`src/rtl/core/xksc_pkg.sv`:
```
// shared types, constants and character mapping functions for the sextet text codec
// depends on nothing; used by xksc_ctrl, xksc_dp and the codec core
`default_nettype none

package xksc_pkg;

    localparam int FRAME_BYTES_DEF = 18;

    // register indexes, taken from paddr[2]
    localparam logic REG_DIRECTION = 1'b0;
    localparam logic REG_KEY_BYTE  = 1'b1;

    // direction register values
    localparam logic DIR_ENCODE = 1'b0;
    localparam logic DIR_DECODE = 1'b1;

    typedef enum logic
    {
        ST_IDLE,
        ST_EMIT
    } xksc_state_t;

    // controller to datapath
    typedef struct packed
    {
        logic take;   // accept the input request this cycle
        logic emit;   // load the next result into the output register
    } xksc_cmd_t;

    // datapath to controller
    typedef struct packed
    {
        logic burst;       // the next accepted request produces results
        logic item_done;   // the result loaded now is the last one of its request
        logic slot_free;   // output register can take a result
        logic frame_start; // frame position and lane are at zero
    } xksc_status_t;

    function automatic logic [7:0] sextet_to_char(input logic [5:0] s);
        logic [7:0] w;
        w = {2'b00, s};
        if (w < 8'd27)
            return w + 8'd64;
        else if (w < 8'd53)
            return w + 8'd70;
        else
            return w - 8'd6;
    endfunction

    function automatic logic [5:0] char_to_sextet(input logic [7:0] c);
        logic [7:0] w;
        w = 8'd0;
        if (c < 8'd47)
            w = 8'd0;
        else if (c < 8'd58)
            w = c + 8'd6;
        else if (c < 8'd64)
            w = 8'd0;
        else if (c < 8'd91)
            w = c - 8'd64;
        else if (c < 8'd97)
            w = 8'd0;
        else if (c < 8'd123)
            w = c - 8'd70;
        else
            w = 8'd0;
        return w[5:0];
    endfunction

endpackage

`default_nettype wire

```
`src/rtl/core/xor_keyed_sextet_text_codec_core.sv`:
```
// top level of the keyed sextet text codec: register port, controller and datapath
// depends on xksc_pkg, xksc_ctrl and xksc_dp
`default_nettype none

// Keyed sextet text codec. Frames of FRAME_BYTES bytes (default 18) travel in one of
// two directions, chosen by the direction register (0 encode, 1 decode). Encode takes
// FRAME_BYTES-1 plaintext bytes per frame, xors each with key_byte as it arrives and
// appends the key (as it stands at the last byte) as the final frame byte; each 3-byte
// group is packed little-endian into 24 bits and sent as four characters, lowest sextet
// first, with sextets 0-26 as '@'-'Z', 27-52 as 'a'-'z' and 53-63 as '/'-'9'. A short
// last group is zero-filled and still sent as four characters. Decode takes
// 4*ceil(FRAME_BYTES/3) characters (24 by default), maps anything outside the three
// ranges to sextet 0, rebuilds the frame in an internal byte store and, after the last
// character, sends bytes 0..FRAME_BYTES-2 xored with the final frame byte. tlast marks
// the final result of each frame. A request that closes nothing is simply taken. A
// request that closes an encode group is taken and then its four characters (eight at
// the frame end when FRAME_BYTES-1 is a multiple of three) leave through the output
// register one per cycle while m_tready is high; in decode the last character of a
// frame is followed by FRAME_BYTES-1 results. s_tready is low while a burst is being
// loaded, and the output register holds its result while m_tready is low. The next
// request is taken as soon as the last result of a burst sits in the output register.
// Writing the direction register starts a new frame; the byte store keeps its
// contents. Registers: direction at byte address 0, key_byte at 4; write them only
// while no frame result is pending.

module xor_keyed_sextet_text_codec_core
    import xksc_pkg::*;
#(
    parameter int FRAME_BYTES = FRAME_BYTES_DEF
)
(
    input  wire logic        clk,
    input  wire logic        rst_n,
    // input request stream
    input  wire logic        s_tvalid,
    output      logic        s_tready,
    input  wire logic [7:0]  s_tdata,   // [7:0] in_byte
    // result stream
    output      logic        m_tvalid,
    input  wire logic        m_tready,
    output      logic [7:0]  m_tdata,   // [7:0] out_byte
    output      logic        m_tlast,   // last
    // register port
    input  wire logic        psel,
    input  wire logic        penable,
    input  wire logic        pwrite,
    input  wire logic [2:0]  paddr,
    input  wire logic [31:0] pwdata,
    output      logic [31:0] prdata,
    output      logic        pready
);

    logic         direction_reg;
    logic         key_wr;
    logic [7:0]   key_value_reg;
    logic         cfg_wr;
    logic         clear_frame;
    xksc_cmd_t    dp_cmd;
    xksc_status_t dp_status;
    xksc_state_t  ctrl_state;

    // register writes complete in the access phase
    assign pready      = 1'b1;
    assign cfg_wr      = psel && penable && pwrite && pready;
    assign clear_frame = cfg_wr && (paddr[2] == REG_DIRECTION);
    assign key_wr      = cfg_wr && (paddr[2] == REG_KEY_BYTE);

    always_ff @(posedge clk or negedge rst_n)
    begin
        if (!rst_n)
        begin
            direction_reg <= DIR_ENCODE;
            key_value_reg <= '0;
        end
        else
        begin
            if (clear_frame)
            begin
                direction_reg <= pwdata[0];
            end
            if (key_wr)
            begin
                key_value_reg <= pwdata[7:0];
            end
        end
    end

    // register read back
    always_comb
    begin
        if (paddr[2] == REG_KEY_BYTE)
        begin
            prdata = {24'b0, key_value_reg};
        end
        else
        begin
            prdata = {31'b0, direction_reg};
        end
    end

    // sequencing of accepts and result bursts
    xksc_ctrl u_ctrl
    (
        .clk      (clk),
        .rst_n    (rst_n),
        .s_tvalid (s_tvalid),
        .s_tready (s_tready),
        .status   (dp_status),
        .cmd      (dp_cmd),
        .state    (ctrl_state)
    );

    // accumulator, byte store and output register
    xksc_dp #(
        .FRAME_BYTES (FRAME_BYTES)
    ) u_dp
    (
        .clk         (clk),
        .rst_n       (rst_n),
        .cmd         (dp_cmd),
        .status      (dp_status),
        .direction   (direction_reg),
        .key_byte    (key_value_reg),
        .clear_frame (clear_frame),
        .in_byte     (s_tdata),
        .out_ready   (m_tready),
        .out_valid   (m_tvalid),
        .out_byte    (m_tdata),
        .out_last    (m_tlast)
    );

    // a result is never loaded over one that has not been taken
    a_no_overwrite: assert property (@(posedge clk) disable iff (!rst_n)
        dp_cmd.emit |-> (!m_tvalid || m_tready))
        else $error("result loaded over a pending result");

    // accepting a request and loading a result never coincide
    a_take_excl_emit: assert property (@(posedge clk) disable iff (!rst_n)
        dp_cmd.take |-> !dp_cmd.emit)
        else $error("request accepted during a result burst");

    // a direction write starts a new frame
    a_dir_restart: assert property (@(posedge clk) disable iff (!rst_n)
        clear_frame |=> dp_status.frame_start)
        else $error("frame not restarted after direction write");

    // no request is taken while a burst is in progress
    a_ready_idle: assert property (@(posedge clk) disable iff (!rst_n)
        (ctrl_state == ST_EMIT) |-> !s_tready)
        else $error("ready raised during a result burst");

endmodule

`default_nettype wire

```
`src/rtl/core/xksc_ctrl.sv`:
```
// controller state machine of the sextet text codec: accept and result burst sequencing
// depends on xksc_pkg; drives the datapath through xksc_cmd_t
`default_nettype none

module xksc_ctrl
    import xksc_pkg::*;
(
    input  wire logic         clk,
    input  wire logic         rst_n,
    input  wire logic         s_tvalid,
    output      logic         s_tready,
    input  wire xksc_status_t status,
    output      xksc_cmd_t    cmd,
    output      xksc_state_t  state
);

    xksc_state_t state_reg;
    xksc_state_t state_next;

    always_ff @(posedge clk or negedge rst_n)
    begin
        if (!rst_n)
        begin
            state_reg <= ST_IDLE;
        end
        else
        begin
            state_reg <= state_next;
        end
    end

    always_comb
    begin
        state_next = state_reg;
        s_tready   = 1'b0;
        cmd.take   = 1'b0;
        cmd.emit   = 1'b0;
        unique case (state_reg)
            ST_IDLE:
            begin
                s_tready = 1'b1;
                cmd.take = s_tvalid;
                if (s_tvalid && status.burst)
                begin
                    state_next = ST_EMIT;
                end
            end
            ST_EMIT:
            begin
                cmd.emit = status.slot_free;
                if (status.slot_free && status.item_done)
                begin
                    state_next = ST_IDLE;
                end
            end
        endcase
    end

    assign state = state_reg;

endmodule

`default_nettype wire

```
`src/rtl/core/xksc_dp.sv`:
```
// datapath of the sextet text codec: group accumulator, frame counters,
// decoded byte store, result shifter and output register; depends on xksc_pkg
`default_nettype none

module xksc_dp
    import xksc_pkg::*;
#(
    parameter int FRAME_BYTES = FRAME_BYTES_DEF
)
(
    input  wire logic         clk,
    input  wire logic         rst_n,
    input  wire xksc_cmd_t    cmd,
    output      xksc_status_t status,
    input  wire logic         direction,
    input  wire logic [7:0]   key_byte,
    input  wire logic         clear_frame,
    input  wire logic [7:0]   in_byte,
    input  wire logic         out_ready,
    output      logic         out_valid,
    output      logic [7:0]   out_byte,
    output      logic         out_last
);

    localparam int ROWS         = (FRAME_BYTES + 2) / 3;
    localparam int CHARS        = 4 * ROWS;
    localparam int POS_W        = $clog2(CHARS);
    localparam int ROW_W        = (ROWS > 1) ? $clog2(ROWS) : 1;
    localparam int ENC_LAST_POS = FRAME_BYTES - 2;
    localparam int DEC_LAST_POS = CHARS - 1;
    localparam int FIN_LANE     = (FRAME_BYTES - 1) % 3;
    localparam int RD_LAST_ROW  = (FRAME_BYTES - 2) / 3;
    localparam int RD_LAST_LANE = (FRAME_BYTES - 2) % 3;

    // frame state
    logic [23:0]      acc_reg,   acc_next;
    logic [POS_W-1:0] pos_reg,   pos_next;
    logic [1:0]       lane3_reg, lane3_next;

    // encode result shifter
    logic [23:0]      shift_reg, shift_next;
    logic [1:0]       sext_reg,  sext_next;
    logic             key_pend_reg, key_pend_next;
    logic             final_grp_reg, final_grp_next;
    logic [7:0]       key_snap_reg, key_snap_next;

    // decode store and read sequencer
    logic [23:0]      store_mem [ROWS];
    logic [7:0]       fin_reg,    fin_next;
    logic [ROW_W-1:0] rd_row_reg, rd_row_next;
    logic [1:0]       rd_lane_reg, rd_lane_next;

    // output register
    logic             out_valid_reg, out_valid_next;
    logic [7:0]       out_byte_reg,  out_byte_next;
    logic             out_last_reg,  out_last_next;

    logic [7:0]       enc_byte;
    logic [23:0]      enc_ins;
    logic [23:0]      enc_key_ins;
    logic             enc_final;
    logic             enc_close;
    logic [5:0]       dec_sext;
    logic [23:0]      dec_ins;
    logic             dec_final;
    logic [ROW_W-1:0] wr_row;
    logic             store_wr;
    logic [23:0]      rd_word_reg;
    logic [7:0]       rd_byte;
    logic             rd_last;
    logic             slot_free;

    assign enc_final = (pos_reg == POS_W'(ENC_LAST_POS));
    assign enc_close = (lane3_reg == 2'd2) || enc_final;
    assign dec_final = (pos_reg == POS_W'(DEC_LAST_POS));
    assign wr_row    = ROW_W'(pos_reg >> 2);
    assign enc_byte  = in_byte ^ key_byte;
    assign dec_sext  = char_to_sextet(in_byte);
    assign slot_free = !out_valid_reg || out_ready;
    assign rd_last   = (rd_row_reg == ROW_W'(RD_LAST_ROW)) && (rd_lane_reg == 2'(RD_LAST_LANE));
    assign store_wr  = cmd.take && (direction == DIR_DECODE) && (pos_reg[1:0] == 2'd3);

    // byte placed little-endian in its group
    always_comb
    begin
        unique case (lane3_reg)
            2'd0:    enc_ins = acc_reg | {16'b0, enc_byte};
            2'd1:    enc_ins = acc_reg | {8'b0, enc_byte, 8'b0};
            2'd2:    enc_ins = acc_reg | {enc_byte, 16'b0};
            default: enc_ins = acc_reg;
        endcase
        // key appended behind a short final group
        unique case (lane3_reg)
            2'd0:    enc_key_ins = enc_ins | {8'b0, key_byte, 8'b0};
            2'd1:    enc_key_ins = enc_ins | {key_byte, 16'b0};
            default: enc_key_ins = enc_ins;
        endcase
        unique case (pos_reg[1:0])
            2'd0: dec_ins = acc_reg | {18'b0, dec_sext};
            2'd1: dec_ins = acc_reg | {12'b0, dec_sext, 6'b0};
            2'd2: dec_ins = acc_reg | {6'b0, dec_sext, 12'b0};
            2'd3: dec_ins = acc_reg | {dec_sext, 18'b0};
        endcase
        unique case (rd_lane_reg)
            2'd0:    rd_byte = rd_word_reg[7:0];
            2'd1:    rd_byte = rd_word_reg[15:8];
            default: rd_byte = rd_word_reg[23:16];
        endcase
    end

    always_comb
    begin
        acc_next       = acc_reg;
        pos_next       = pos_reg;
        lane3_next     = lane3_reg;
        shift_next     = shift_reg;
        sext_next      = sext_reg;
        key_pend_next  = key_pend_reg;
        final_grp_next = final_grp_reg;
        key_snap_next  = key_snap_reg;
        fin_next       = fin_reg;
        rd_row_next    = rd_row_reg;
        rd_lane_next   = rd_lane_reg;
        out_valid_next = out_valid_reg;
        out_byte_next  = out_byte_reg;
        out_last_next  = out_last_reg;

        if (out_valid_reg && out_ready)
        begin
            out_valid_next = 1'b0;
        end

        if (clear_frame)
        begin
            acc_next   = '0;
            pos_next   = '0;
            lane3_next = '0;
        end
        else if (cmd.take && (direction == DIR_ENCODE))
        begin
            sext_next      = '0;
            key_snap_next  = key_byte;
            final_grp_next = enc_final;
            key_pend_next  = enc_final && (lane3_reg == 2'd2);
            pos_next       = enc_final ? '0 : pos_reg + 1'b1;
            if (enc_close)
            begin
                shift_next = enc_final ? enc_key_ins : enc_ins;
                acc_next   = '0;
                lane3_next = '0;
            end
            else
            begin
                acc_next   = enc_ins;
                lane3_next = lane3_reg + 2'd1;
            end
        end
        else if (cmd.take)
        begin
            rd_row_next  = '0;
            rd_lane_next = '0;
            pos_next     = dec_final ? '0 : pos_reg + 1'b1;
            if (pos_reg[1:0] == 2'd3)
            begin
                acc_next = '0;
                if (wr_row == ROW_W'(ROWS - 1))
                begin
                    fin_next = dec_ins[8*FIN_LANE +: 8];
                end
            end
            else
            begin
                acc_next = dec_ins;
            end
        end
        else if (cmd.emit && (direction == DIR_ENCODE))
        begin
            out_valid_next = 1'b1;
            out_byte_next  = sextet_to_char(shift_reg[5:0]);
            out_last_next  = (sext_reg == 2'd3) && final_grp_reg && !key_pend_reg;
            sext_next      = sext_reg + 2'd1;
            if ((sext_reg == 2'd3) && key_pend_reg)
            begin
                shift_next    = {16'b0, key_snap_reg};
                key_pend_next = 1'b0;
            end
            else
            begin
                shift_next = shift_reg >> 6;
            end
        end
        else if (cmd.emit)
        begin
            out_valid_next = 1'b1;
            out_byte_next  = rd_byte ^ fin_reg;
            out_last_next  = rd_last;
            if (rd_lane_reg == 2'd2)
            begin
                rd_lane_next = '0;
                rd_row_next  = rd_row_reg + 1'b1;
            end
            else
            begin
                rd_lane_next = rd_lane_reg + 2'd1;
            end
        end
    end

    always_ff @(posedge clk or negedge rst_n)
    begin
        if (!rst_n)
        begin
            acc_reg       <= '0;
            pos_reg       <= '0;
            lane3_reg     <= '0;
            sext_reg      <= '0;
            key_pend_reg  <= 1'b0;
            final_grp_reg <= 1'b0;
            rd_row_reg    <= '0;
            rd_lane_reg   <= '0;
            out_valid_reg <= 1'b0;
        end
        else
        begin
            acc_reg       <= acc_next;
            pos_reg       <= pos_next;
            lane3_reg     <= lane3_next;
            sext_reg      <= sext_next;
            key_pend_reg  <= key_pend_next;
            final_grp_reg <= final_grp_next;
            rd_row_reg    <= rd_row_next;
            rd_lane_reg   <= rd_lane_next;
            out_valid_reg <= out_valid_next;
        end
    end

    always_ff @(posedge clk)
    begin
        shift_reg    <= shift_next;
        key_snap_reg <= key_snap_next;
        fin_reg      <= fin_next;
        out_byte_reg <= out_byte_next;
        out_last_reg <= out_last_next;
        if (store_wr)
        begin
            store_mem[wr_row] <= dec_ins;
        end
        // read word follows the row being sequenced, new data passed through on a write
        if (store_wr && (wr_row == rd_row_next))
        begin
            rd_word_reg <= dec_ins;
        end
        else
        begin
            rd_word_reg <= store_mem[rd_row_next];
        end
    end

    always_comb
    begin
        status.burst       = (direction == DIR_DECODE) ? dec_final : enc_close;
        status.slot_free   = slot_free;
        status.frame_start = (pos_reg == '0) && (lane3_reg == 2'd0);
        if (direction == DIR_ENCODE)
        begin
            status.item_done = (sext_reg == 2'd3) && !key_pend_reg;
        end
        else
        begin
            status.item_done = rd_last;
        end
    end

    assign out_valid = out_valid_reg;
    assign out_byte  = out_byte_reg;
    assign out_last  = out_last_reg;

endmodule

`default_nettype wire
```
`config.mk`:
```
export PLATFORM = sky130hd
export DESIGN_NAME = xor_keyed_sextet_text_codec_core
export DESIGN_NICKNAME = d
export VERILOG_FILES = /design/src/rtl/core/xksc_pkg.sv /design/src/rtl/core/xor_keyed_sextet_text_codec_core.sv /design/src/rtl/core/xksc_ctrl.sv /design/src/rtl/core/xksc_dp.sv
export SDC_FILE = /design/constraint.sdc
export NUM_CORES = 1
export LEC_CHECK = 0
export ABC_AREA = 1
export BUFFER_PORTS_ARGS = -buffer_cell sky130_fd_sc_hd__buf_2
export CORE_ASPECT_RATIO = 2
export CORE_MARGIN = 3
export CORE_UTILIZATION = 49
export CTS_BUF_LIST = sky130_fd_sc_hd__clkbuf_2 sky130_fd_sc_hd__clkbuf_4 sky130_fd_sc_hd__clkbuf_8
export CTS_CLUSTER_DIAMETER = 150
export DETAILED_ROUTE_END_ITERATION = 7
export HOLD_SLACK_MARGIN = 0.05
export PLACE_DENSITY_LB_ADDON = 0.2
export SYNTH_ARGS = -nofsm -noshare
export SYNTH_HDL_FRONTEND = slang
export SYNTH_SLANG_ARGS = --single-unit
```
`constraint.sdc`:
```
create_clock -name clk -period 4.28 [get_ports clk]
set_input_delay 0.214 -clock clk [delete_from_list [all_inputs] [get_ports clk]]
set_output_delay 0.214 -clock clk [all_outputs]
set_load 0.01 [all_outputs]
```
==> results of run 1 <==
==> through the flow <==
stage / hold slack, ns / total power [uW] / setup slack [ns] / utilization
6_report: 0.1327 / 7849 / 1.218 / 0.5570
5_1_grt: 0.1317 / 8257 / 1.212 / 0.5570
4_1_cts: 0.1111 / 7857 / 1.366 / 0.5570
3_5_place_dp: 0.3940 / 6110 / 1.382 / 0.5259
3_3_place_gp: 0.4010 / 6059 / 1.428 / 0.5259
2_1_floorplan: -0.08159 / 5084 / 0.6827 / -
==> worst max-delay path: stages, from the launching register on <==
cell	delay, ns
dfrtp_1	0.38
inv_1	0.10
ha_1	0.31
nor3_1	0.48
nand2_1	0.09
buf_4	0.20
inv_1	0.46
a21oi_1	0.30
a31o_2	0.30
a22o_1	0.18
==> placed cells by master (no fill, tap or decap), drive strengths merged, types with 4 or more instances in the layout <==
| cell | Yosys | routed |
|---|---|---|
| o21ai | 135 | 135 |
| a31oi | 13 | 13 |
| a21oi | 56 | 56 |
| a22o | 5 | 5 |
| nand2 | 285 | 285 |
| inv | 111 | 111 |
| dlygate4sd3 | 0 | 10 |
| xor2 | 11 | 11 |
| nand3 | 52 | 52 |
| dfrtp | 51 | 51 |
| o22ai | 25 | 25 |
| clkbuf | 21 | 46 |
| nor2 | 127 | 127 |
| nor3 | 6 | 6 |
| conb | 2 | 25 |
| buf | 51 | 69 |
| mux2 | 7 | 7 |
| clkinv | 2 | 15 |
| o21bai | 7 | 7 |
| o211ai | 20 | 20 |
| nand4 | 11 | 11 |
| a211o | 4 | 4 |
| edfxtp | 193 | 193 |
| ha | 16 | 16 |
==> layer usage <==
metal / global-route usage / part of all wire / vias up
li1: - / - / 4333
met5: 0 / 0 / -
met4: 0.1681 / 0.071 / 0
met3: 0.02278 / 0.039 / 108
met2: 0.4803 / 0.56 / 321
met1: 0.2508 / 0.33 / 4405
==> synthesized netlist by cell type, types with 3 or more instances <==
library cell | count | area share
inv_2 | 10 | 0.0031
o21bai_1 | 4 | 0.0025
mux2_2 | 7 | 0.0065
nand4_1 | 8 | 0.0041
a21oi_1 | 52 | 0.021
a31oi_1 | 12 | 0.0062
xnor2_1 | 3 | 0.0022
xor2_1 | 11 | 0.0079
nand2_2 | 8 | 0.0041
ha_1 | 16 | 0.016
o21ai_0 | 125 | 0.052
o22ai_1 | 25 | 0.013
inv_1 | 101 | 0.031
clkbuf_1 | 21 | 0.0065
a21oi_2 | 3 | 0.0022
nand2_1 | 273 | 0.084
o21bai_2 | 3 | 0.0028
nand2_4 | 4 | 0.0037
nor2_1 | 120 | 0.037
buf_4 | 29 | 0.018
nor3_1 | 6 | 0.0025
nor2_4 | 3 | 0.0028
dfxtp_1 | 3 | 0.0049
buf_1 | 3 | 0.00093
nand3_1 | 49 | 0.020
o21ai_2 | 6 | 0.0043
o211ai_1 | 20 | 0.012
buf_2 | 17 | 0.0070
o21ai_1 | 4 | 0.0016
edfxtp_1 | 193 | 0.48
dfrtp_1 | 51 | 0.11
a22o_1 | 5 | 0.0036
nor2_2 | 4 | 0.0021
a211o_1 | 4 | 0.0029
==> logic make-up (layout without fill, tap and decap cells) <==
kind of cell / Yosys count / count (layout) / synth area share
buffers and inverters: 185 / 253 / 0.06914
other: 2 / 25 / 0.0006185
adders and majority gates: 16 / 16 / 0.01649
xor gates and xnor gates: 14 / 14 / 0.01010
AOI/OAI and AO/OA: 279 / 279 / 0.1360
muxes: 9 / 9 / 0.008141
DFF: 247 / 247 / 0.5873
and+or+nand+nor: 487 / 487 / 0.1722
==> power by group <==
group	switching [uW]	internal, uW	leakage (uW)
Combinational	2020	743	0.00268
Clock	864	882	0.000340
Sequential	219	3130	0.00248
Total	3100	4750	0.00551
==> layout make-up <==
class,count,area share
Tap cell,328,0.03054
Multi-Input combinational cell,830,0.3195
Sequential cell,247,0.5309
Timing Repair Buffer,79,0.03911
Clock inverter,15,0.005494
Inverter,113,0.03157
Clock buffer,46,0.04293
==> final timing paths <==
check,startpoint,to,cells past startpoint
worst min-delay path,s_tvalid,u_dp.rd_lane_reg[0],4
worst max-delay path,u_dp.lane3_reg[0],u_dp.shift_reg[13],9
min in group asynchronous,rst_n,key_value_reg[2],3
worst min register to register,u_dp.acc_reg[9],u_dp.acc_reg[9],2
worst max register to register,u_dp.lane3_reg[0],u_dp.shift_reg[13],9
max in group asynchronous,rst_n,u_dp.acc_reg[1],3
==> impl_metrics.toml, run 1 <==
[run_status]
outcome = "complete, no violations"

[timing]
fmax_ghz = 0.3266
setup_violations = 0
fin_crit_ns = 3.062
slew_viol_final = 0
tns_ns = 0
maxSlewHeadroom = 0.3949
rsz0062_at_grt = "no"
tightest_slew_ns = 0.9076
skew_ns = 0.02190
finalHoldViolCount = 0
final.period_utilization = 0.7154

[synthesis]
seq_area_frac_synth = 0.5873
synthFlopType = "edfxtp_1"
synth_cells = 1239
synth_enable_flop_cells = 193
synth_cell_types = 59
syn_avg_cell_area_um2 = 9.801
async_reset_ff_frac = 0.2065
synth-seq-cells = 247
syn-cell-area_um2 = 12140
synth-warning-count = 0

[layout]
area_growth_pct = 10.65
fillers = 2117
instances_no_fill = 1658
largest_register_ffs = 144
drive_above_1_share = 0.1414
multi_input_area_um2 = 4293
nets = 1371
seqCellArea_um2 = 7133
final_cell_area_um2 = 13440
diodes = 0

[worst_setup_path]
cp-end-kind = "register"
path_max_fanout = 16
arrival_ns = 3.32
start_kind = "register"
crit_type = "reg -> reg"
r2r_setup_slack_ns = 1.22
worstPathRequired_ns = 4.54

[global_route]
first_global_vias = 9195
grt.total_usage = 0.2500
overflow = 0
antenna_found_initial = 0
grt_max_degree = 65
grt_pass1_wl_mm = 51.49

[place]
port_buffers = 42
place_area_um2 = 12690
hpwl_mm = 23.93
gp_congestion = 0.9853
dp_cells = 1587

[job]
max-cap-violations = 0

[route]
viasPerCell = 5.529
wire_per_inst_um = 20.28
vias = 9167
routed_wl_mm = 33.63
drt_iter0_drc = 489
drt-pass1-iter-count = 5
antenna_left = 0
drc_errors = 0

[clock_network]
numClockSinks = 247
cts-hold-fix-buffers = 10
post_cts_buffers = 0
insertion_delay_ns = 0.52
htreeDepth = 2
cts_buffers = 34
cts_tree = "built"
cts-root-buf = "clkbuf_8"
clock_path_buffers = 3
clk_pin_slew_ns = 0.07
cts_resized = 0

[die]
core_area_um2 = 24120
io_pins = 94
die_area_um2 = 26820
die_w_um = 117.3
die_h_um = 228.6
initial_core_util = 0.5034
row_count = 80

[hold_path]
hold_path.class = "in -> reg"

[power]
power_leakage_uw = 0.005505
max-vdd-ir-drop_uv = 364.6
p_per_area_nw_per_um2 = 584.1
No activity file was read; power rests on OpenSTA's default activity.
==> run 2, diff against run 1 <==
--- a/config.mk
+++ b/config.mk
@@ -5,7 +5,7 @@
 export SDC_FILE = /design/constraint.sdc
 export NUM_CORES = 1
 export LEC_CHECK = 0
-export ABC_AREA = 1
+export ABC_AREA = 0
 export BUFFER_PORTS_ARGS = -buffer_cell sky130_fd_sc_hd__buf_2
 export CORE_ASPECT_RATIO = 2
 export CORE_MARGIN = 3
==> constraint.sdc (replaced) <==
create_clock -name clk -period 2.75 [get_ports clk]
set_input_delay 0.1375 -clock clk [delete_from_list [all_inputs] [get_ports clk]]
set_output_delay 0.1375 -clock clk [all_outputs]
set_load 0.01 [all_outputs]
==> run 2 against run 1 <==
Combinational power is 53% higher. Count of clock-buffer cells in the layout is 2 higher. Critical path depth is 3 lower. Register-to-register slack worse by 1.0 ns. Non-clock buffer count grew 45. Synthesized cell count fell by 25%.
==> impl_metrics.toml, run 2 <==
[synthesis]
synth_cell_types = 74
synthFlopType = "edfxtp_1"
seq_area_frac_synth = 0.6110
synth.area.top_cells = "edfxtp_1 (50%), dfrtp_1 (11%), mux4_2 (4.4%)"
yosys.area.top_type = "edfxtp_1"
synth_commonest_cells = "edfxtp_1 (193), nand2_1 (79), o21ai_0 (77), dfrtp_1 (51), a21oi_1 (50)"
async_reset_ff_frac = 0.2065
synth_enable_flop_cells = 193
synth_cells = 924
syn-cell-area_um2 = 11670
syn_avg_cell_area_um2 = 12.63
synth-warning-count = 0
synth-seq-cells = 247
synth_most_common_cell = "edfxtp_1"
yosys.area.top_type_share = 0.4965

[route]
drc_errors = 0
drt_iter0_drc = 528
routed_wl_mm = 31.39
viasPerCell = 5.977
vias = 8009
wire_per_inst_um = 23.42
drt-pass1-iter-count = 5
antenna_left = 0

[clock_network]
insertion_delay_ns = 0.54
clock_path_buffers = 3
numClockSinks = 247
htreeDepth = 2
clk_pin_slew_ns = 0.07
cts_tree = "built"
cts-root-buf = "clkbuf_8"
post_cts_buffers = 0
cts_buffers = 34

[die]
die_h_um = 224.3
die_area_um2 = 25820
core_area_um2 = 23330
row_count = 79
die_w_um = 115.1
initial_core_util = 0.5004
io_pins = 94

[timing]
fmax_ghz = 0.3904
skew_ns = 0.02686
tightest_slew_ns = 1.018
slew_viol_final = 0
fin_crit_ns = 2.561
rsz0062_at_grt = "no"
final.period_utilization = 0.9314
finalHoldViolCount = 0
setup_slack_ns = 0.1888
setup_violations = 0
tns_ns = 0
maxSlewHeadroom = 0.3141

[worst_setup_path]
r2r_setup_slack_ns = 0.19
cp-end-kind = "register"
path_max_fanout = 10
crit_type = "reg -> reg"
crit_chain = "inv_1, ha_1, or4_1, nand3_1, o21ai_1, and2_1"
reg2reg_depth = 6
cp_slowest_cell = "or4_1"
arrival_ns = 2.98
start_kind = "register"
worstPathRequired_ns = 3.17
critical-path-max-stage-delay_ns = 0.69

[place]
dp_slack_ns = 0.1147
gp_congestion = 0.9970
hpwl_mm = 23.59
port_buffers = 42

[layout]
area_growth_pct = 14.43
final_common_cell = "edfxtp_1"
largest_register_ffs = 144
seqCellArea_um2 = 7134
final_cell_mix = "edfxtp_1 (193), nand2_1 (79), o21ai_0 (75), buf_4 (69), dfrtp_1 (51)"
fillers = 1928
drive_above_1_share = 0.2223
diodes = 0
multi_input_area_um2 = 4120
nets = 1098

[global_route]
grt_pass1_wl_mm = 47.45
grt.total_usage = 0.2489
overflow = 0
first_global_vias = 8073
grt_max_degree = 31
antenna_found_initial = 0

[run_status]
outcome = "complete, no violations"

[power]
max-vdd-ir-drop_uv = 696.1
power_leakage_uw = 0.005014
p_per_area_nw_per_um2 = 952.1

[job]
max-cap-violations = 0

[hold_path]
hold_path.class = "in -> reg"
min_path_cells = 5
==> run 2: cell families after synthesis <==
family	after synthesis	share of synthesized area
compound gates	217	0.1165
other cells	2	0.0006434
fa+ha+maj	16	0.01715
flops	247	0.6110
simple gates	250	0.1073
buf+inv	103	0.04684
xor+xnor	20	0.01501
mux	69	0.08554
==> run 2: timing repair <==
action / 4_1_cts / 5_1_grt
setup endpoints to repair: 0 / 20
hold endpoints to repair: 39 / 0
hold buffers: 10 / 0
gates resized for setup: 0 / 3
==> run 2: per-layer routing <==
metal  routed length [um]  vias up  track usage
li1                     -     3641            -
met1                 9841     3945       0.2450
met2                17820      318       0.4678
met3                 1255      105      0.02773
met4                 2470        0       0.1732
met5                    0        -            0
==> run 2: where the power goes <==
group	switching [uW]	internal, uW	total, uW
combinational	2610	1600	4210
sequential	498	4880	5380
clock	1370	1760	3130
total	4480	8240	12700
==> run 2: critical path: cells and delay by family, from the launching register on <==
kind / cells / cell delay (ns)
and+or+nand+nor: 3 / 1.28
DFF: 1 / 0.42
AOI/OAI and AO/OA: 1 / 0.35
adders and majority gates: 1 / 0.29
buffers and inverters: 1 / 0.09
==> run 2: path summary, 6_finish.rpt <==
| kind | from | to |
|---|---|---|
| worst min-delay path | pwrite | u_dp.acc_reg[5] |
| worst max register to register | u_dp.lane3_reg[0] | u_dp.acc_reg[19] |
| max in group asynchronous | rst_n | u_dp.acc_reg[23] |
| worst max-delay path | u_dp.lane3_reg[0] | u_dp.acc_reg[19] |
| worst min register to register | u_dp.sext_reg[0] | u_dp.sext_reg[0] |
| min in group asynchronous | rst_n | u_dp.sext_reg[0] |
==> run 2: area by class of cell <==
type,instances,share of cell area
Timing Repair Buffer,124,0.06651
Inverter,28,0.007869
Sequential cell,247,0.5341
Clock inverter,13,0.01311
Tap cell,283,0.02651
Clock buffer,48,0.04337
Multi-Input combinational cell,597,0.3085
==> run 2: per-stage QoR <==
stage | util | power [uW] | area (um2) | cells | hold slack, ns
after floorplan | - | 7815 | 11770 | 947 | -0.1581
after global placement | 0.5357 | 9542 | 12500 | 1269 | 0.2270
after detailed placement | 0.5357 | 9617 | 12500 | 1269 | 0.2467
after CTS | 0.5723 | 12760 | 13350 | 1340 | 0.09704
after global routing | 0.5726 | 13330 | 13360 | 1340 | 0.1509
final | 0.5726 | 12720 | 13360 | 1340 | 0.1223
==> run 3, diff against run 2 <==
--- a/config.mk
+++ b/config.mk
@@ -10,11 +10,13 @@
 export CORE_ASPECT_RATIO = 2
 export CORE_MARGIN = 3
 export CORE_UTILIZATION = 49
-export CTS_BUF_LIST = sky130_fd_sc_hd__clkbuf_2 sky130_fd_sc_hd__clkbuf_4 sky130_fd_sc_hd__clkbuf_8
+export CTS_BUF_LIST = sky130_fd_sc_hd__clkbuf_4 sky130_fd_sc_hd__clkbuf_8
 export CTS_CLUSTER_DIAMETER = 150
 export DETAILED_ROUTE_END_ITERATION = 7
 export HOLD_SLACK_MARGIN = 0.05
 export PLACE_DENSITY_LB_ADDON = 0.2
+export SLEW_MARGIN = 20
 export SYNTH_ARGS = -nofsm -noshare
 export SYNTH_HDL_FRONTEND = slang
+export SYNTH_HIERARCHICAL = 1
 export SYNTH_SLANG_ARGS = --single-unit
==> run 3 against run 2 <==
Power is 5.1% higher. Non-clock buffer count is 16 higher. Fmax is 4.7% higher. Synthesized cell count is 3.0% higher. Core utilization is 0.49 points higher. Sequential power hardly changed. Setup slack better by 0.12 ns. Die area is 2.4% higher. Critical path depth is 1 higher. Flip-flop and latch count stayed put. Routed wire length is 3.8% higher. Cell count is 3.4% higher. Largest cell class unchanged. Largest power group unchanged.
==> impl_metrics.toml, run 3 <==
[clock_network]
cts_buffers = 34
post_cts_buffers = 0
cts_tree = "built"
cts-root-buf = "clkbuf_8"
cts_resized = 0
clk_pin_slew_ns = 0.07
numClockSinks = 247
htreeDepth = 2
cts-hold-fix-buffers = 13
insertion_delay_ns = 0.53
clock_path_buffers = 3

[layout]
largest_register_ffs = 144
final_cell_area_um2 = 13820
seqCellArea_um2 = 7134
area_growth_pct = 15.50
nets = 1139
drive_above_1_share = 0.2313
multi_input_area_um2 = 4437
final_common_cell = "edfxtp_1"
utilization = 0.5775
fillers = 1972
final_cell_mix = "edfxtp_1 (193), o21ai_0 (84), buf_4 (77), nand2_1 (74), nor2_1 (57)"

[route]
drt-pass1-iter-count = 8
vias = 8272
viasPerCell = 5.968
routed_wl_mm = 32.58
drc_errors = 0
antenna_left = 0
drt_iter0_drc = 543
wire_per_inst_um = 23.51

[power]
power_leakage_uw = 0.005291
max-vdd-ir-drop_uv = 544.8
power_uw = 13360
p_per_area_nw_per_um2 = 967.3

[global_route]
overflow = 0
busiest_layer = "met2"
antenna_found_initial = 1
grt_max_degree = 29
grtUsageMet3 = 0.02713
first_global_vias = 8614
grt_pass1_wl_mm = 50.03
grtUsageMet2 = 0.4704
grt.total_usage = 0.2572
gr-usage-met1 = 0.2577

[timing]
worst_hold_slack_ns = 0.08735
tns_ns = 0
maxSlewHeadroom = 0.3866
skew_ns = 0.03298
finalHoldViolCount = 0
slew_viol_final = 0
tightest_slew_ns = 0.9104
fin_crit_ns = 2.445
rsz0062_at_grt = "no"
final.period_utilization = 0.8891
setup_violations = 0
fmax_ghz = 0.4090

[die]
die_w_um = 116.5
die_area_um2 = 26440
initial_core_util = 0.5000
core_area_um2 = 23920
row_count = 80
die_h_um = 227.0
io_pins = 94

[hold_path]
hold_path.class = "in -> reg"

[run_status]
outcome = "complete, no violations"

[place]
gp_congestion = 0.9572
place_area_um2 = 12980
hpwl_mm = 24.23
port_buffers = 42

[worst_setup_path]
path_max_fanout = 15
worstPathRequired_ns = 3.02
cp-end-kind = "register"
crit_type = "reg -> reg"
start_kind = "register"
arrival_ns = 2.72

[job]
max-cap-violations = 0

[synthesis]
synth_cells = 952
syn-cell-area_um2 = 11960
syn_avg_cell_area_um2 = 12.56
synth-warning-count = 6
## run 3: layout make-up
class                           instances  area share
Clock buffer                           50     0.04483
Timing Repair Buffer                  140     0.07806
Inverter                               28    0.007607
Antenna cell                            1   0.0001811
Clock inverter                         11    0.005796
Multi-Input combinational cell        622      0.3211
Tap cell                              287     0.02599
Sequential cell                       247      0.5164
## run 3: path summary, 6_finish.rpt
check                             startpoint                 end  slack, ns  depth (start not counted)
setup / recovery           u_dp/lane3_reg[0]  u_dp/shift_reg[10]       0.30                          7
min in group asynchronous              rst_n     u_dp/pos_reg[4]       0.14                          2
max in group asynchronous              rst_n    u_dp/acc_reg[18]       1.93                          3
hold reg to reg              u_dp/acc_reg[2]     u_dp/acc_reg[2]       0.52                          2
setup reg to reg           u_dp/lane3_reg[0]  u_dp/shift_reg[10]       0.30                          7
hold / removal                       penable    key_value_reg[2]       0.09                          3
## run 3: worst max-delay path: stages, from the launching register on
cell and delay [ns]:
dfrtp_1 0.38, inv_1 0.09, ha_1 0.21, or4_1 0.60, buf_12 0.19, a222oi_1 0.45, buf_4 0.19, o21ai_0 0.07
## run 3: report_power, final
group,internal [uW],total (uW),leakage (uW),switching (uW)
combinational,2110,5120,0.00240,3010
clock,1550,2880,0.000367,1330
sequential,4820,5370,0.00252,548
## run 3: metrics by stage
step,std cells,setup WS [ns]
after CTS,1385,0.2393
after detailed placement,1311,0.2068
after floorplan,975,-0.2231
after global placement,1311,0.2323
final,1386,0.3049
after global routing,1386,0.1160
## run 3: per-layer routing
| layer | wire, um | vias up | part of all wire |
|---|---|---|---|
| met5 | 0 | - | 0 |
| met4 | 2945 | 0 | 0.090 |
| li1 | - | 3807 | - |
| met1 | 10460 | 4064 | 0.32 |
| met3 | 1270 | 107 | 0.039 |
| met2 | 17910 | 294 | 0.55 |
